File: config.mk
export PLATFORM = sky130hd
export DESIGN_NAME = mswm_seq
export DESIGN_NICKNAME = d
export VERILOG_FILES = /design/src/rtl/mswm_pkg.sv /design/src/rtl/mswm_seq.sv
export VERILOG_INCLUDE_DIRS = /design/src /design/src/rtl
export SDC_FILE = /design/constraint.sdc
export NUM_CORES = 1
export LEC_CHECK = 0
export ABC_AREA = 1
export BUFFER_PORTS_ARGS = -buffer_cell sky130_fd_sc_hd__buf_4
export CORE_UTILIZATION = 40
export CTS_CLUSTER_DIAMETER = 150
export DETAILED_ROUTE_END_ITERATION = 8
export HOLD_SLACK_MARGIN = 0.05
export PLACE_DENSITY = 0.62
export SYNTH_ARGS = -nofsm -noshare
export SYNTH_HDL_FRONTEND = slang
export SYNTH_SLANG_ARGS = --single-unit
File: constraint.sdc
create_clock -name clk -period 14 [get_ports clk]
set_clock_uncertainty 0.05 [all_clocks]
set_input_delay 2.8 -clock clk [delete_from_list [all_inputs] [get_ports clk]]
set_output_delay 2.8 -clock clk [all_outputs]
set_load 0.03 [all_outputs]
File: src/rtl/min_of_sliding_window_max_macros.svh
// ----------------------------------------------------------------------------
// Assertion macros for the sliding window min-of-max block
// Clocked, reset-qualified concurrent assertion helpers.
// ----------------------------------------------------------------------------
`ifndef MIN_OF_SLIDING_WINDOW_MAX_MACROS_SVH
`define MIN_OF_SLIDING_WINDOW_MAX_MACROS_SVH

// Property checked at every rising edge of clk while out of reset.
`define MSWM_ASSERT(lbl, prop, msg) \
	lbl: assert property (@(posedge clk) disable iff (!arst_n) (prop)) else $error(msg);

// Condition that must never be seen while out of reset.
`define MSWM_ASSERT_NEVER(lbl, cond, msg) \
	`MSWM_ASSERT(lbl, !(cond), msg)

`endif

File: src/rtl/mswm_pkg.sv
// ----------------------------------------------------------------------------
// mswm_pkg
// Request and result payload types and fixed constants of the sliding window min-of-max.
// ----------------------------------------------------------------------------
`timescale 1ns / 1ps

package mswm_pkg;

	localparam int FIELD_W = 32;
	localparam int POS_W   = 32;
	localparam int CFG_W   = 11;

	localparam logic [CFG_W-1:0] WIN_LEN_RESET = 11'd1;

	typedef struct packed {
		logic [FIELD_W-1:0] value;
		logic               last;
	} in_item_t;

	typedef struct packed {
		logic [FIELD_W-1:0] answer;
		logic               short_sequence;
	} out_item_t;

endpackage

File: src/rtl/mswm_seq.sv
// ----------------------------------------------------------------------------
// mswm_seq
// Deque sequencer: expires the front, trims the back, pushes and tracks the
// running minimum of window maxima and the running maximum.
// ----------------------------------------------------------------------------
`timescale 1ns / 1ps

module mswm_seq #(
	parameter int MAX_WINDOW = 1024,
	parameter int VALUE_BITS = 32,
	parameter int AW         = 10,
	parameter int CW         = 11,
	parameter int DW         = 64
) (
	input  logic                clk,
	input  logic                arst_n,
	input  logic [CW-1:0]       win_eff,
	input  logic                in_valid,
	output logic                in_ready,
	input  mswm_pkg::in_item_t  in_data,
	output logic                res_valid,
	input  logic                res_ready,
	output mswm_pkg::out_item_t res_data,
	output logic                mem_rd_en,
	output logic [AW-1:0]       mem_rd_addr,
	input  logic [DW-1:0]       mem_rd_data,
	output logic                mem_wr_en,
	output logic [AW-1:0]       mem_wr_addr,
	output logic [DW-1:0]       mem_wr_data
);

	import mswm_pkg::*;

	`include "min_of_sliding_window_max_macros.svh"

	localparam int SW = CW + 1;

	typedef enum logic [2:0] {
		S_IDLE  = 3'b001,
		S_FRONT = 3'b010,
		S_BACK  = 3'b100
	} seq_state_t;

	function automatic logic [AW-1:0] slot(input logic [AW-1:0] base,
					       input logic [CW-1:0] off);
		logic [SW-1:0] sum;
		sum = SW'(base) + SW'(off);
		if (sum >= SW'(MAX_WINDOW)) begin
			sum = sum - SW'(MAX_WINDOW);
		end
		return AW'(sum);
	endfunction

	seq_state_t            state_q, state_d;
	logic [AW-1:0]         head_q, head_d;
	logic [CW-1:0]         count_q, count_d;
	logic [POS_W-1:0]      pos_q, pos_d;
	logic [VALUE_BITS-1:0] best_q, best_d;
	logic [VALUE_BITS-1:0] omax_q, omax_d;
	logic                  filled_q, filled_d;
	logic [VALUE_BITS-1:0] hval_q, hval_d;

	// Request being worked on.
	logic [VALUE_BITS-1:0] v_q;
	logic                  last_q;
	logic [CW-1:0]         w_q;
	logic [POS_W-1:0]      p_q;

	logic [VALUE_BITS-1:0] rd_val;
	logic [POS_W-1:0]      rd_pos;
	logic [AW-1:0]         head_next;
	logic                  expired;
	logic                  tail_pop;
	logic                  push_ok;
	logic [VALUE_BITS-1:0] head_now;
	logic                  filled_now;
	logic [VALUE_BITS-1:0] best_now;
	logic [VALUE_BITS-1:0] omax_now;

	assign rd_val    = mem_rd_data[DW-1:POS_W];
	assign rd_pos    = mem_rd_data[POS_W-1:0];
	assign head_next = slot(head_q, CW'(1));

	// Wrapped distance keeps expiry right across position overflow.
	assign expired  = (count_q != '0) && ((p_q - rd_pos) >= POS_W'(w_q));
	assign tail_pop = (count_q != '0) && (rd_val <= v_q);
	assign push_ok  = (count_q != CW'(MAX_WINDOW));

	// Once the back is trimmed, the head entry is the new value only if the
	// deque was emptied; otherwise it is the one read in the front phase.
	assign head_now   = (count_q == '0) ? v_q : hval_q;
	assign filled_now = filled_q | (({1'b0, p_q} + 33'd1) >= 33'(w_q));
	assign best_now   = (filled_now && (head_now < best_q)) ? head_now : best_q;
	assign omax_now   = (v_q > omax_q) ? v_q : omax_q;

	assign in_ready = (state_q == S_IDLE);

	always_comb begin
		state_d     = state_q;
		head_d      = head_q;
		count_d     = count_q;
		pos_d       = pos_q;
		best_d      = best_q;
		omax_d      = omax_q;
		filled_d    = filled_q;
		hval_d      = hval_q;
		mem_rd_en   = 1'b0;
		mem_rd_addr = head_q;
		mem_wr_en   = 1'b0;
		mem_wr_addr = slot(head_q, count_q);
		mem_wr_data = {v_q, p_q};
		res_valid   = 1'b0;
		res_data.answer         = filled_now ? FIELD_W'(best_now) : FIELD_W'(omax_now);
		res_data.short_sequence = !filled_now;

		case (state_q)
			S_IDLE: begin
				if (in_valid) begin
					mem_rd_en   = 1'b1;
					mem_rd_addr = head_q;
					state_d     = S_FRONT;
				end
			end
			S_FRONT: begin
				if (expired) begin
					head_d      = head_next;
					count_d     = count_q - CW'(1);
					mem_rd_en   = (count_q > CW'(1));
					mem_rd_addr = head_next;
				end else begin
					hval_d      = rd_val;
					mem_rd_en   = (count_q != '0);
					mem_rd_addr = slot(head_q, count_q - CW'(1));
					state_d     = S_BACK;
				end
			end
			S_BACK: begin
				if (tail_pop) begin
					count_d     = count_q - CW'(1);
					mem_rd_en   = (count_q > CW'(1));
					mem_rd_addr = slot(head_q, count_q - CW'(2));
				end else if (!last_q || res_ready) begin
					mem_wr_en = push_ok;
					count_d   = push_ok ? (count_q + CW'(1)) : count_q;
					pos_d     = p_q + POS_W'(1);
					best_d    = best_now;
					omax_d    = omax_now;
					filled_d  = filled_now;
					state_d   = S_IDLE;
					if (last_q) begin
						res_valid = 1'b1;
						head_d    = '0;
						count_d   = '0;
						pos_d     = '0;
						best_d    = '1;
						omax_d    = '0;
						filled_d  = 1'b0;
					end
				end
			end
			default: begin
				state_d = S_IDLE;
			end
		endcase
	end

	always_ff @(posedge clk or negedge arst_n) begin
		if (!arst_n) begin
			state_q  <= S_IDLE;
			head_q   <= '0;
			count_q  <= '0;
			pos_q    <= '0;
			best_q   <= '1;
			omax_q   <= '0;
			filled_q <= 1'b0;
		end else begin
			state_q  <= state_d;
			head_q   <= head_d;
			count_q  <= count_d;
			pos_q    <= pos_d;
			best_q   <= best_d;
			omax_q   <= omax_d;
			filled_q <= filled_d;
		end
	end

	always_ff @(posedge clk) begin
		hval_q <= hval_d;
		if (in_valid && in_ready) begin
			v_q    <= VALUE_BITS'(in_data.value);
			last_q <= in_data.last;
			w_q    <= win_eff;
			p_q    <= pos_q;
		end
	end

	`MSWM_ASSERT(a_count_bound, count_q <= CW'(MAX_WINDOW), "deque count above depth")
	`MSWM_ASSERT(a_head_range, head_q < AW'(MAX_WINDOW - 1) || head_q == AW'(MAX_WINDOW - 1), "head out of range")
	`MSWM_ASSERT_NEVER(a_rw_overlap, mem_wr_en && mem_rd_en, "read and write in one cycle")
	`MSWM_ASSERT(a_res_taken, res_valid |-> (res_ready && last_q && state_q == S_BACK), "result while output busy")
	`MSWM_ASSERT(a_accept_front, (in_valid && in_ready) |=> (state_q == S_FRONT), "accepted request not started")

endmodule

======== Word level (Yosys, flattened, before mapping) ========
Index checks and enable logic that the tools add are counted.
storage, ports and cells
  register bits after elaboration ......... 229
  output and inout port bits .............. 121
  word-level logic and storage cells ...... 108
  bits of input ports ..................... 112
cells by class
  $lt $le $gt $ge ......................... 10
  eq/ne operators ......................... 12
  reduce and logical (&&, ||, !) cells .... 15
  muxes and demuxes ....................... 42
  bitwise gates (word level) .............. 3
  add/sub/neg operators ................... 14
operator list
  operator                 number
  $mux W32                 7
  $mux W10                 10
  $mux W11                 5
  $pmux W10 S2             2
  $sub A10 B1 Y10 const B  4
  $add A10 B11 Y12         3
  $ge A12 B11 Y1 const B   3
  $add A32 B1 Y33 const B  1
  $ge A33 B11 Y1           1
  $add A32 B1 Y32 const B  1
  $ge A32 B11 Y1           1
  $gt A32 B32 Y1           1
  $le A32 B32 Y1           1
  $lt A32 B32 Y1           1
  $sub A32 B32 Y32         1
  $pmux W11 S2             1
  $mux W3                  4
  $ne A2 B2 Y1 const B     6
  $add A10 B1 Y11 const B  1
  $add A11 B1 Y11 const B  1
  $ge A11 B11 Y1 const B   1
  $gt A11 B1 Y1 const B    1
  $logic_not A11 Y1        1
  $mux W1                  11
  other kinds (21)         27

======== Longest topological paths before layout ========
  word-level depth ........................ 6
  mapped depth ............................ 30

======== Worst setup path after synthesis ========
No wires, ideal clock.
  kind .................................... in2out
  start point ............................. input port mem_rd_data[0]
  end point ............................... output port mem_rd_addr[8]
  slack ................................... 4.940 ns
  required time ........................... 11.150 ns
  path buffers ............................ 0
  arrival ................................. 6.210 ns
  stages on the path ...................... 26
  path through ............................ ha_1 fa_1 inv_1 nand2_1 nand3_1 xor2_1 ha_1 nand2_1 inv_1 nand2_1 nand2_1 nor2_1 nand2_1 nand2_1 nand2_1 nand2_1 nand2_1 nor2_1 nand3_1 nor2_1 nand3_2 nand2_4 nand2_4 inv_1 nand2_1 nand3_1
between the ends
  longest elaborated chain between the ends .. 5
RTL lines
  item                 RTL line         source
  start, declared      mswm_seq.sv:26   input logic [DW-1:0] mem_rd_data,
  $sub A32 B32 Y32     mswm_seq.sv:85   assign expired = (count_q != '0) && ((p_q - rd_pos) >= POS_W'(w_q));
  $ge A32 B11 Y1       mswm_seq.sv:85
  $logic_and A1 B1 Y1  mswm_seq.sv:85
  $mux W10             mswm_seq.sv:125  if (expired) begin
  $pmux W10 S2         mswm_seq.sv:116  case (state_q)
  end, declared        mswm_seq.sv:25   output logic [AW-1:0] mem_rd_addr,
Every way passes these cells.

======== Worst setup path after layout ========
  start point ............................. input port mem_rd_data[0]
  end point ............................... output port mem_rd_addr[9]
The elaborated chain is that of the path after synthesis.

==> impl_metrics.csv <==
group,metric,value,unit
global_routing,grt.overflow.total,0,
logic_synthesis,synth_cells,2622,
sta,min_period,9.23,ns
layout,layout_commonest_cell,"nand2_1",
critical_path,r2r_setup_slack,8.69,ns
logic_synthesis,yosys_warnings,0,
logic_synthesis,synth_ff_type,"edfxtp_1",
drt,antenna_left,0,
critical_path,regToRegStartpoint,"count_q[1]",
sta,finalHoldViolations,0,
min_path,hp-start,"pos_q[18]",
critical_path,crit_type,"primary input to output port",
logic_synthesis,async_reset_ff_share,52.8,%
logic_synthesis,synthTopCellsByArea,"nand2_1 (18%), edfxtp_1 (18%), ha_1 (12%)",
logic_synthesis,syn_area,18500,sq um
clock_tree,post_cts_buffers,0,
clock_tree,tritoncts,"done",
layout,antenna_cells,0,
place,routabilityCongestion,0.967,
outcome,status,"finished, final reports clean",
global_routing,grt_pass1_vias,17700,
global_routing,track_usage,24.8,%
clock_tree,ctsHoldBuffers,0,
clock_tree,cts_resized,0,
place,post-place-ws,4.77,ns
drt,drcViolationCount,0,
logic_synthesis,netlist-cell-type-count,50,
drt,wl_per_cell,16.9,microns
logic_synthesis,synth_seq_cells,229,
floorplan,initial_core_util,40.7,%
sta,postLayoutSetupSlackWorst,4.77,ns
drt,via_per_inst,5.13,
layout,final_cell_mix,"nand2_1 (904), inv_1 (402), buf_4 (241), ha_1 (182), nor2_1 (167)",
critical_path,crit_path_max_fanout,23,
min_path,whs_path_depth,0,
global_routing,grt_pass1_wl,92800,microns
critical_path,cp_common_cell,"nand2_1",
floorplan,io_pins,233,
logic_synthesis,synth-edff-count,108,
clock_tree,clkSlewWorstSetupHoldPaths,0.06,ns
drt,num_vias,17700,
global_routing,grt_antenna_before_repair,0,
sta,fin_setup_tns,0,ns
global_routing,grt_max_degree,69,
sta,fin_crit_sh,66.0,%
drt,drt_iter0_markers,1266,
critical_path,slowest_stage,"fa_1",
drt,drtPass1Iterations,5,
min_path,min_path_type,"flop to flop",
critical_path,worst_setup_path_start_kind,"primary input",
critical_path,critPathLaunch,"mem_rd_data[0]",
clock_tree,insertion_delay,0.57,ns
critical_path,critPathMaxStageDelay,0.44,ns
pwr,max-vdd-ir-drop,0.147,mV
drt,drt_wl_total,58500,microns
layout,nNetsFinal,3128,
floorplan,rows,78,
critical_path,reg2reg_depth,20,
sta,hold-worst-slack,0.390,ns
floorplan,fp.coreArea,45500,sq um
sta,fmax,108,MHz
clock_tree,clk_path_buf_depth,3,
logic_synthesis,seq_area_frac_synth,34.1,%
floorplan,dieArea,47100,sq um
sta,worst_pin_slew,1.17,ns
job,max-cap-violations,0,
logic_synthesis,synth_top_area_share,18.4,%
layout,n_fill_cell,4615,
sta,relSlewSlack,21.9,%
layout,area_growth,17.1,%
critical_path,cp.arrival,6.38,ns
floorplan,die_y,217,microns
pwr,powerDensity,206,nW/um^2
pwr,p_leak,11.5,nW
critical_path,worst_setup_path_end_kind,"output port",
logic_synthesis,yosysTopAreaCell,"nand2_1",
clock_tree,htreeDepth,1,
logic_synthesis,syn_avg_cell_area,7.06,sq um
clock_tree,numClockSinks,229,
place,io_buffers,232,
floorplan,die_w,217,microns
clock_tree,numCtsBuffers,27,
sta,rsz0062_at_grt,"false",
place,dpl.hpwl,45200,microns
sta,report.final.setup_viol,0,
critical_path,worstPathRequired,11.15,ns
layout,drive_gt1_share,12.5,%
logic_synthesis,syn-num-nets,2920,
sta,slew_viol_final,0,
clock_tree,cts-root-buf,"clkbuf_16",
==> final cells by class <==
class	count	area (sq um)	area share, %
multi-input cells	1922	10400	47.9
flip-flops and latches	229	6310	29.1
repair buffers	241	1810	8.35
inverters	409	1540	7.09
well taps	600	751	3.47
clock buffers	37	733	3.38
clock inverters	13	154	0.710
==> routing by layer <==
| layer | track usage [%] | share of wire, % |
|---|---|---|
| met4 | 8.62 | 3.1 |
| met5 | 0 | 0 |
| met2 | 43.0 | 48 |
| met3 | 2.31 | 5.1 |
| met1 | 32.2 | 44 |
==> Yosys cell counts (7+ instances only) <==
cell type / instances
a21o_1: 7
a21oi_1: 95
buf_1: 7
buf_2: 25
clkbuf_1: 23
dfrtp_1: 88
dfstp_2: 33
edfxtp_1: 108
ha_1: 182
inv_1: 404
nand2_1: 906
nand3_1: 157
nand3b_1: 11
nand4_1: 52
nor2_1: 168
nor2_2: 9
nor3_1: 17
o21ai_0: 155
o21ai_1: 7
o21bai_1: 9
xnor2_1: 17
xor2_1: 62
==> flip-flops by register name (all words and copies together) (netlist names), 3 cells and up <==
signal / count
v_q: 32
count_q: 11
state_q: 3
pos_q: 32
best_q: 32
w_q: 11
p_q: 32
hval_q: 32
omax_q: 32
head_q: 10
==> where the power goes <==
group          internal, mW  switching (mW)
clock                 0.422           0.291
combinational         0.858            1.69
sequential            0.975           0.219
==> critical path: cells and delay by family <==
family / cells / cell delay [ns]
simple gates: 19 / 1.86
fa+ha+maj: 3 / 0.92
compound gates: 1 / 0.19
buf+inv: 4 / 0.42
xor+xnor: 1 / 0.21
==> logic make-up (layout without fill, tap and decap cells) <==
logic type      Yosys count  after routing  share of synthesized area, %
compound gates          303            303                          8.86
buf+inv                 471            700                          9.92
flops                   229            229                          34.1
simple gates           1354           1354                          30.6
fa+ha+maj               186            186                          12.7
xor+xnor                 79             79                          3.74
==> stage by stage <==
stage | cells | utilization, % | power, mW | instance area, sq um
3_5_place_dp | 3401 | 45.7 | 3.73 | 20800
3_3_place_gp | 3401 | 45.7 | 3.68 | 20800
4_1_cts | 3451 | 47.6 | 4.47 | 21700
5_1_grt | 3451 | 47.6 | 4.84 | 21700
6_report | 3451 | 47.6 | 4.46 | 21700
2_1_floorplan | 2622 | - | 2.93 | 18500
==> final timing paths <==
| path | end |
|---|---|
| max in group asynchronous | state_q[2] |
| worst max-delay path | mem_rd_addr[9] |
| worst min register to register | p_q[18] |
| worst min-delay path | p_q[18] |
| worst max register to register | best_q[8] |
| min in group asynchronous | omax_q[12] |
(Power assumes the default switching activity.)
